==> config.mk <==
export PLATFORM = sky130hd
export DESIGN_NAME = zfp_block_decompress_4x32
export DESIGN_NICKNAME = d
export VERILOG_FILES = /design/src/rtl/zfpbd_pkg.sv /design/src/rtl/zfp_block_decompress_4x32.sv /design/src/rtl/zfpbd_unpack.sv /design/src/rtl/zfpbd_lift.sv /design/src/rtl/zfpbd_scale.sv
export VERILOG_INCLUDE_DIRS = /design/src /design/src/rtl
export SDC_FILE = /design/constraint.sdc
export NUM_CORES = 2
export LEC_CHECK = 0
export BUFFER_PORTS_ARGS = -buffer_cell sky130_fd_sc_hd__buf_2
export CAP_MARGIN = 0
export CORE_MARGIN = 2
export CORE_UTILIZATION = 35
export DETAILED_ROUTE_END_ITERATION = 16
export GPL_ROUTABILITY_DRIVEN = 0
export PLACE_DENSITY = 0.56
export SLEW_MARGIN = 10
export SYNTH_ARGS = -nofsm -noshare
export SYNTH_HDL_FRONTEND = slang
export SYNTH_HIERARCHICAL = 1
export SYNTH_SLANG_ARGS = --single-unit
==> constraint.sdc <==
create_clock -name clk -period 16 [get_ports clk]
set_input_delay 3.2 -clock clk [delete_from_list [all_inputs] [get_ports clk]]
set_output_delay 3.2 -clock clk [all_outputs]
set_load 0.005 [all_outputs]
==> src/rtl/zfp_block_decompress_4x32_defines.svh <==
// Assertion macros for the block decompressor RTL.
// Included by every module that carries concurrent assertions.
`ifndef ZFP_BLOCK_DECOMPRESS_4X32_DEFINES_SVH
`define ZFP_BLOCK_DECOMPRESS_4X32_DEFINES_SVH
`ifndef ASSERT_OFF
// Check a property on each rising edge, skipped while reset is high.
`define ZFPBD_ASSERT(lbl, clk, rst, prop, msg) \
  lbl: assert property (@(posedge clk) disable iff (rst) prop) else $error(msg);
// Check a property on each rising edge, reset included.
`define ZFPBD_ASSERT_ALWAYS(lbl, clk, prop, msg) \
  lbl: assert property (@(posedge clk) prop) else $error(msg);
`else
`define ZFPBD_ASSERT(lbl, clk, rst, prop, msg)
`define ZFPBD_ASSERT_ALWAYS(lbl, clk, prop, msg)
`endif
`endif

==> src/rtl/zfpbd_pkg.sv <==
// Shared constants, types and float helpers for the block decompressor.
// No dependencies.
`timescale 1ns / 1ps
package zfpbd_pkg;

  localparam int          ExpBits     = 8 + 1;
  localparam int          ExpBias     = (1 << (8 - 1)) - 1;
  localparam int          FracPos     = 32 - 2;
  localparam logic [31:0] NegaMask    = 32'haaaaaaaa;
  localparam logic [3:0]  BudgetReset = 4'd11;
  localparam logic [31:0] QuietNan    = 32'h7FC00000;
  localparam logic [30:0] InfMag      = 31'h7F800000;
  localparam int          NumLanes    = 4;

  // register index of the coefficient width register
  localparam logic RegCoefBits = 1'b0;

  typedef logic [31:0] word_t;
  typedef word_t [NumLanes-1:0] lanes_t;

  // normalized magnitude of one integer
  typedef struct packed {
    logic        sign;
    logic        zero;
    logic [5:0]  msb;
    logic [23:0] mant;
  } norm_t;

  typedef norm_t [NumLanes-1:0] norm_lanes_t;

  // shift right by r (r >= 1), round to nearest, ties to even
  function automatic logic [31:0] shr_rne(input logic [31:0] x, input logic [4:0] r);
    logic [31:0] q;
    logic [31:0] rem;
    logic [31:0] half;
    q    = x >> r;
    rem  = x & ((32'd1 << r) - 32'd1);
    half = 32'd1 << (r - 5'd1);
    if (rem > half || (rem == half && q[0])) q = q + 32'd1;
    return q;
  endfunction

  // two's complement integer to sign, msb index and 24-bit mantissa
  function automatic norm_t normalize(input logic [31:0] v);
    norm_t       n;
    logic [31:0] a;
    logic [31:0] q;
    logic [5:0]  p;
    a = v[31] ? (32'd0 - v) : v;
    p = 6'd0;
    for (int j = 0; j < 32; j++) begin
      if (a[j]) p = 6'(j);
    end
    n.sign = v[31];
    n.zero = (a == 32'd0);
    if (p > 6'd23) begin
      q = shr_rne(a, 5'(p - 6'd23));
      if (q == 32'h1000000) begin
        q = q >> 1;
        p = p + 6'd1;
      end
    end else begin
      q = a << (6'd23 - p);
    end
    n.msb  = p;
    n.mant = q[23:0];
    return n;
  endfunction

endpackage

==> src/rtl/zfp_block_decompress_4x32.sv <==
// Top level of the fixed-rate 1-D block decompressor: APB register, pipeline.
// Depends on zfpbd_pkg, zfpbd_unpack, zfpbd_lift, zfpbd_scale and the macro header.
// A block taken at one edge passes six register stages (capture, unpack, lift mid and out,
// scale mid and out) and then shows on value0..value3 with done.
// Throughput: one block per cycle; busy stays low and the pipeline never stalls.
// Reset: synchronous rst clears all valid bits and sets coef_bits to 11.
// Results are held for exactly one cycle; the receiver cannot stall.
`timescale 1ns / 1ps
`include "zfp_block_decompress_4x32_defines.svh"
module zfp_block_decompress_4x32 (
  input  logic        clk,
  input  logic        rst,
  input  logic        start,
  output logic        busy,
  input  logic [63:0] compressed_word,
  output logic        done,
  output logic [31:0] value0,
  output logic [31:0] value1,
  output logic [31:0] value2,
  output logic [31:0] value3,
  input  logic        psel,
  input  logic        penable,
  input  logic        pwrite,
  input  logic [2:0]  paddr,
  input  logic [31:0] pwdata,
  output logic [31:0] prdata,
  output logic        pready
);

  logic [3:0]         coef_bits;
  logic               in_valid;
  logic [63:0]        word;
  logic [3:0]         budget;
  logic               up_valid;
  zfpbd_pkg::lanes_t  coef;
  logic signed [10:0] up_exp;
  logic               lf_valid;
  zfpbd_pkg::lanes_t  ints;
  logic signed [10:0] lf_exp;
  zfpbd_pkg::lanes_t  value;

  assign busy   = 1'b0;
  assign pready = 1'b1;
  assign prdata = (paddr[2] == zfpbd_pkg::RegCoefBits) ? {28'b0, coef_bits} : 32'd0;

  // configuration write
  always_ff @(posedge clk) begin
    if (rst) begin
      coef_bits <= zfpbd_pkg::BudgetReset;
    end else if (psel && penable && pwrite && pready &&
                 paddr[2] == zfpbd_pkg::RegCoefBits) begin
      coef_bits <= pwdata[3:0];
    end
  end

  // capture the transaction
  always_ff @(posedge clk) begin
    if (rst) in_valid <= 1'b0;
    else     in_valid <= start && !busy;
  end

  always_ff @(posedge clk) begin
    word   <= compressed_word;
    budget <= coef_bits;
  end

  zfpbd_unpack u_unpack (
    .clk(clk), .rst(rst), .in_valid(in_valid), .word(word), .budget(budget),
    .out_valid(up_valid), .coef(coef), .scale_exp(up_exp)
  );

  zfpbd_lift u_lift (
    .clk(clk), .rst(rst), .in_valid(up_valid), .coef(coef), .in_exp(up_exp),
    .out_valid(lf_valid), .ints(ints), .out_exp(lf_exp)
  );

  zfpbd_scale u_scale (
    .clk(clk), .rst(rst), .in_valid(lf_valid), .ints(ints), .in_exp(lf_exp),
    .out_valid(done), .value(value)
  );

  assign value0 = value[0];
  assign value1 = value[1];
  assign value2 = value[2];
  assign value3 = value[3];

  `ZFPBD_ASSERT(a_done_latency, clk, rst, (done |-> $past(start, 6)), "result without a block six cycles earlier")
  `ZFPBD_ASSERT_ALWAYS(a_quiet_after_reset, clk, (rst |=> !done), "result right after reset")

endmodule

==> src/rtl/zfpbd_unpack.sv <==
// Field extraction and negabinary decode of one compressed block.
// Depends on zfpbd_pkg.
`timescale 1ns / 1ps
module zfpbd_unpack (
  input  logic                 clk,
  input  logic                 rst,
  input  logic                 in_valid,
  input  logic [63:0]          word,
  input  logic [3:0]           budget,
  output logic                 out_valid,
  output zfpbd_pkg::lanes_t    coef,
  output logic signed [10:0]   scale_exp
);

  zfpbd_pkg::lanes_t coef_next;
  logic [14:0]       mask;
  logic [8:0]        bexp;

  assign mask = 15'h7fff >> (4'd15 - budget);
  assign bexp = word[zfpbd_pkg::ExpBits-1:0];

  // pull flag and bits of each group and decode from negabinary
  for (genvar i = 0; i < zfpbd_pkg::NumLanes; i++) begin : g_lane
    logic [5:0]  pos;
    logic [79:0] ext;
    logic [14:0] raw;
    logic [4:0]  sh;
    logic [31:0] u;
    assign pos = 6'd9 + 6'(i) * (6'({2'b0, budget}) + 6'd1);
    assign ext = {16'b0, word} >> pos;
    assign raw = ext[15:1] & mask;
    assign sh  = ext[0] ? 5'(6'd32 - {2'b0, budget}) : 5'(6'd28 - {2'b0, budget});
    assign u   = (budget == 4'd0) ? 32'd0 : ({17'b0, raw} << sh);
    assign coef_next[i] = (u ^ zfpbd_pkg::NegaMask) - zfpbd_pkg::NegaMask;
  end

  // advance valid
  always_ff @(posedge clk) begin
    if (rst) out_valid <= 1'b0;
    else     out_valid <= in_valid;
  end

  // hold coefficients and scale exponent
  always_ff @(posedge clk) begin
    coef      <= coef_next;
    scale_exp <= 11'($signed({2'b0, bexp})) - 11'(zfpbd_pkg::ExpBias + zfpbd_pkg::FracPos);
  end

endmodule

==> src/rtl/zfpbd_lift.sv <==
// Two-stage 32-bit wrapping inverse lifting of four coefficients.
// Depends on zfpbd_pkg.
`timescale 1ns / 1ps
module zfpbd_lift (
  input  logic                 clk,
  input  logic                 rst,
  input  logic                 in_valid,
  input  zfpbd_pkg::lanes_t    coef,
  input  logic signed [10:0]   in_exp,
  output logic                 out_valid,
  output zfpbd_pkg::lanes_t    ints,
  output logic signed [10:0]   out_exp
);

  logic                     mid_valid;
  zfpbd_pkg::lanes_t        mid;
  logic signed [10:0]       mid_exp;
  zfpbd_pkg::lanes_t        mid_next;
  zfpbd_pkg::lanes_t        ints_next;

  // first half: update y and w
  always_comb begin
    logic [31:0] y, w;
    y = coef[1] + {coef[3][31], coef[3][31:1]};
    w = coef[3] - {y[31], y[31:1]};
    y = y + w;
    w = (w << 1) - y;
    mid_next = coef;
    mid_next[1] = y;
    mid_next[3] = w;
  end

  // second half: mix all four
  always_comb begin
    logic [31:0] x, y, z, w;
    x = mid[0]; y = mid[1]; z = mid[2]; w = mid[3];
    z = z + x; x = (x << 1) - z;
    y = y + z; z = (z << 1) - y;
    w = w + x; x = (x << 1) - w;
    ints_next[0] = x; ints_next[1] = y; ints_next[2] = z; ints_next[3] = w;
  end

  // advance valid
  always_ff @(posedge clk) begin
    if (rst) begin
      mid_valid <= 1'b0;
      out_valid <= 1'b0;
    end else begin
      mid_valid <= in_valid;
      out_valid <= mid_valid;
    end
  end

  // hold data
  always_ff @(posedge clk) begin
    mid     <= mid_next;
    mid_exp <= in_exp;
    ints    <= ints_next;
    out_exp <= mid_exp;
  end

endmodule

==> src/rtl/zfpbd_scale.sv <==
// Integer to single conversion and scaling by 2^k, two stages.
// Depends on zfpbd_pkg and the assertion macro header.
`timescale 1ns / 1ps
`include "zfp_block_decompress_4x32_defines.svh"
module zfpbd_scale (
  input  logic                 clk,
  input  logic                 rst,
  input  logic                 in_valid,
  input  zfpbd_pkg::lanes_t    ints,
  input  logic signed [10:0]   in_exp,
  output logic                 out_valid,
  output zfpbd_pkg::lanes_t    value
);

  logic                       mid_valid;
  zfpbd_pkg::norm_lanes_t     norm;
  logic signed [10:0]         mid_exp;
  zfpbd_pkg::lanes_t          value_next;

  // apply exponent, handle overflow, underflow and subnormals
  for (genvar i = 0; i < zfpbd_pkg::NumLanes; i++) begin : g_lane
    always_comb begin
      logic signed [10:0] e;
      logic [4:0]         r;
      logic [31:0]        q;
      e = $signed({5'b0, norm[i].msb}) + mid_exp;
      r = 5'(-(e + 11'sd126));
      q = zfpbd_pkg::shr_rne({8'b0, norm[i].mant}, r);
      if (mid_exp > 11'sd127) begin
        value_next[i] = norm[i].zero ? zfpbd_pkg::QuietNan
                                     : {norm[i].sign, zfpbd_pkg::InfMag};
      end else if (mid_exp < -11'sd149 || norm[i].zero) begin
        value_next[i] = {norm[i].sign, 31'b0};
      end else if (e > 11'sd127) begin
        value_next[i] = {norm[i].sign, zfpbd_pkg::InfMag};
      end else if (e >= -11'sd126) begin
        value_next[i] = {norm[i].sign, 8'(e + 11'sd127), norm[i].mant[22:0]};
      end else begin
        value_next[i] = {norm[i].sign, q[30:0]};
      end
    end
  end

  // advance valid
  always_ff @(posedge clk) begin
    if (rst) begin
      mid_valid <= 1'b0;
      out_valid <= 1'b0;
    end else begin
      mid_valid <= in_valid;
      out_valid <= mid_valid;
    end
  end

  // hold normalized magnitudes and results
  always_ff @(posedge clk) begin
    for (int i = 0; i < zfpbd_pkg::NumLanes; i++) begin
      norm[i] <= zfpbd_pkg::normalize(ints[i]);
    end
    mid_exp <= in_exp;
    value   <= value_next;
  end

  `ZFPBD_ASSERT(a_nan_only_quiet, clk, rst, (out_valid |-> !(value[0][30:23] == 8'hFF && value[0][22:0] != 23'd0 && value[0] != zfpbd_pkg::QuietNan)), "unexpected NaN pattern")
  `ZFPBD_ASSERT(a_two_stage, clk, rst, (out_valid |-> $past(in_valid, 2)), "scale result without source")

endmodule
==> implementation parameters <==
Parameter                              Value

Status
  Status ... complete, no violations

Critical path
  R2R Setup Slk ... 2950 ps
  Slowest Stage Delay on Critical Path ... 770 ps
  Data required time of the worst path ... 16740 ps
  Highest-delay cell along the critical path ... sky130_fd_sc_hd__or4_1
  Maximum fanout encountered on the critical timing path ... 36
  Data arrival time of the critical path ... 13780 ps
  Launching element type of the critical path ... flop
  Crit Path Category ... flop to flop
  Cell count of the worst reg-to-reg path ... 40
  Element type at the critical path end ... flop
  Origin of the worst setup path ... u_lift/ints[70]
  Reg-to-reg startpoint ... u_lift/ints[70]
  Critical path capture point ... u_scale/norm[89]
  FF-to-FF End ... u_scale/norm[89]

Clocking
  Hold buffer count at cts ... 0
  PostCTS Resize Cnt ... 0
  H-Tree Level Count ... 3
  Number of buffers inserted to repair setup after CTS ... 0
  CTS sink count ... 757
  CTS tree ... yes
  Clock-pin slew of the registers on the worst-case setup and hold paths ... 70 ps
  Clock latency reported for the late side of the worst-skew pair ... 850 ps
  Maximum root-to-sink buffer count ... 4
  CTS Buf Count ... 98
  Clock root buffer ... sky130_fd_sc_hd__clkbuf_16

STA
  Worst setup slack after layout ... 2950 ps
  Slew HR ... 11.2%
  Clk_skew ... 64.7 ps
  # setup viols final ... 0
  Number of slew-limit violations in the final report ... 0
  Post-route clock period utilization ... 81.5%
  Final sum of negative setup slack ... 0 ps
  Setup repair after global routing missed its margin ... false
  Worst Tran Pin Value ... 1320 ps
  Post-route minimum period ... 13050 ps
  Final-layout worst hold slack ... 275 ps
  Highest achievable clock rate ... 0.0766 GHz
  Hold Vio Cnt, Final ... 0

Final layout
  NumNets Final ... 14026
  Total area of sequential cells ... 0.0152 sq mm
  Area delta synth->final ... 7.38%
  Area taken by multi-input logic gates ... 0.0817 sq mm
  Area of all placed cells without fillers ... 0.110 sq mm
  FILL cells ... 30635
  Fraction of final layout cells with drive strength greater than 1 ... 11.5%

Yosys
  Async set-or-reset flop fraction in the synthesized netlist ... 0%
  Total number of yosys warnings ... 6
  Synthesized flop and latch total ... 757
  Gate Count Post-Synth ... 13655
  Synth Area per Inst ... 7.48 sq um
  Sequential-to-total area share from yosys stat ... 14.8%
  Number of distinct library cells after synthesis ... 152
  Post-Syn Area ... 0.102 sq mm
  EDFF count, synth ... 0
  Dominant register cell in the synthesized netlist ... sky130_fd_sc_hd__dfxtp_1

Routing
  Remaining number of nets flagged by the antenna check after routing ... 0
  Detailed Routing Iterations Pass 1 ... 7
  Starting DRT DRC Count ... 12796
  DR vias ... 106520
  Via density per instance ... 6.16
  Routed wirelength normalized by instance count ... 23.0 um
  Number of remaining DRC errors ... 0
  Post-Route WL ... 397000 um

Die
  Die Wd ... 544 um
  DIE HEIGHT ... 544 um
  Die Footprint ... 0.296 sq mm
  Standard-cell rows ... 198
  Starting utilization of the core area ... 35.1%
  Number of top-level pins ... 268
  Core area ... 0.291 sq mm

GRT
  Number of antenna violations at the first check in global routing ... 12
  Largest net degree at the start of global routing ... 126
  Global routing usage summed across all routing layers ... 25.5%
  Number of global-route vias before repair ... 97130
  GRT Residual Overflow ... 0
  First-pass GRT wire length ... 600000 um

Place
  Worst slack at placement ... 3330 ps
  Number of port buffers ... 207
  Dpl hpwl ... 302000 um
  Dpl cell area ... 0.106 sq mm

Hold path
  Path category of the worst min-delay check ... flop to flop

Run
  Max capacitance violation total ... 0
==> critical path: cells and delay by family (launching register included) <==
| family | cells | cell delay, ps |
|---|---|---|
| compound gates | 14 | 4350 |
| xor+xnor | 2 | 900 |
| fa+ha+maj | 3 | 900 |
| buf+inv | 3 | 830 |
| flops | 1 | 390 |
| mux | 1 | 280 |
| simple gates | 17 | 5250 |
==> how the worst min path moves through the flow <==
stage / startpoint / endpoint / slack [ps] / cells after the start
3_3_place_gp: u_unpack/coef[26] / u_lift/mid[26] / 310 / 0
6_report: u_unpack/coef[71] / u_lift/mid[71] / 280 / 0
4_1_cts: u_unpack/coef[71] / u_lift/mid[71] / 280 / 0
3_5_place_dp: u_unpack/coef[23] / u_lift/mid[23] / 310 / 0
5_1_grt: u_unpack/coef[71] / u_lift/mid[71] / 300 / 0
2_1_floorplan: u_unpack/coef[0] / u_lift/mid[0] / 310 / 0
==> sequential cells by signal (all words and copies together), names as in the netlist, 10 cells and up <==
register,cells
u_lift/mid_exp,11
u_lift/out_exp,11
u_lift/ints,125
u_unpack/scale_exp,10
u_lift/mid,127
u_unpack/coef,128
u_scale/norm,128
u_scale/value,128
word,64
u_scale/mid_exp,11
==> kinds of logic (layout without fill, tap and decap cells) <==
kind of cell	Yosys count	count (layout)	share of synthesized area, %
adder cells (fa/ha/maj)	642	642	7.88
flip-flops	757	757	14.8
AO/OA/AOI/OAI	3991	3991	26.8
multiplexers	972	972	12.8
AND/OR/NAND/NOR	4999	4999	23.8
buffers and inverters	1363	1058	5.72
other	2	38	0.00735
XOR/XNOR	929	929	8.13
==> per-layer routing <==
layer	routed length (um)	vias to the layer above	share of wire [%]	track usage, %
li1	-	50086	-	-
met4	25400	6	6.4	14.2
met5	38	-	0.0096	0
met2	170000	5376	43	39.4
met1	166000	49865	42	33.6
met3	35300	1187	8.9	4.44
==> cells in the mapped netlist (138+ instances only) <==
master	n	area, sq um
sky130_fd_sc_hd__a21oi_1	910	4550
sky130_fd_sc_hd__mux2_2	214	2410
sky130_fd_sc_hd__a21o_1	234	1760
sky130_fd_sc_hd__xnor2_1	561	4910
sky130_fd_sc_hd__and2_1	138	863
sky130_fd_sc_hd__o21ai_0	687	3440
sky130_fd_sc_hd__nand4_1	180	1130
sky130_fd_sc_hd__mux4_2	244	5500
sky130_fd_sc_hd__a31oi_1	183	1140
sky130_fd_sc_hd__ha_1	611	7640
sky130_fd_sc_hd__mux2i_1	508	5080
sky130_fd_sc_hd__xor2_1	350	3070
sky130_fd_sc_hd__nor4_1	144	901
sky130_fd_sc_hd__o21a_1	164	1230
sky130_fd_sc_hd__nor2b_1	154	963
sky130_fd_sc_hd__nand3_1	435	2180
sky130_fd_sc_hd__nor3_1	373	1870
sky130_fd_sc_hd__nand2_1	1398	5250
sky130_fd_sc_hd__o211ai_1	176	1320
sky130_fd_sc_hd__nand2b_1	178	1110
sky130_fd_sc_hd__dfxtp_1	757	15200
sky130_fd_sc_hd__clkbuf_1	609	2290
sky130_fd_sc_hd__a211oi_1	244	1830
sky130_fd_sc_hd__inv_1	380	1430
sky130_fd_sc_hd__nor2_1	1332	5000
==> layout make-up <==
type | count | area share (%)
antenna | 8 | 0.0182
sequential | 757 | 13.8
clock inverter | 63 | 0.703
clock buffer | 115 | 2.39
multi-input combinational | 11563 | 74.4
tap | 3900 | 4.45
timing repair buffer | 474 | 2.79
inverter | 406 | 1.39
==> cell usage in the layout (no fill, tap or decap), types with 379 or more instances in the layout <==
cell | Yosys | layout
sky130_fd_sc_hd__mux2i_1 | 508 | 507
sky130_fd_sc_hd__o21ai_0 | 687 | 687
sky130_fd_sc_hd__nand3_1 | 435 | 435
sky130_fd_sc_hd__nor2_1 | 1332 | 1326
sky130_fd_sc_hd__inv_1 | 380 | 379
sky130_fd_sc_hd__ha_1 | 611 | 609
sky130_fd_sc_hd__xnor2_1 | 561 | 544
sky130_fd_sc_hd__nand2_1 | 1398 | 1398
sky130_fd_sc_hd__a21oi_1 | 910 | 909
sky130_fd_sc_hd__dfxtp_1 | 757 | 750
==> per-stage QoR <==
| stage | util, % | std cells |
|---|---|---|
| 2_1_floorplan | - | 13683 |
| 3_3_place_gp | 36.6 | 17100 |
| 3_5_place_dp | 36.6 | 17100 |
| 4_1_cts | 37.7 | 17278 |
| 5_1_grt | 37.7 | 17280 |
| 6_report | 37.7 | 17286 |
Power is not shown: default switching activity piles up to over one toggle a cycle in this logic, so the estimate is an artifact.
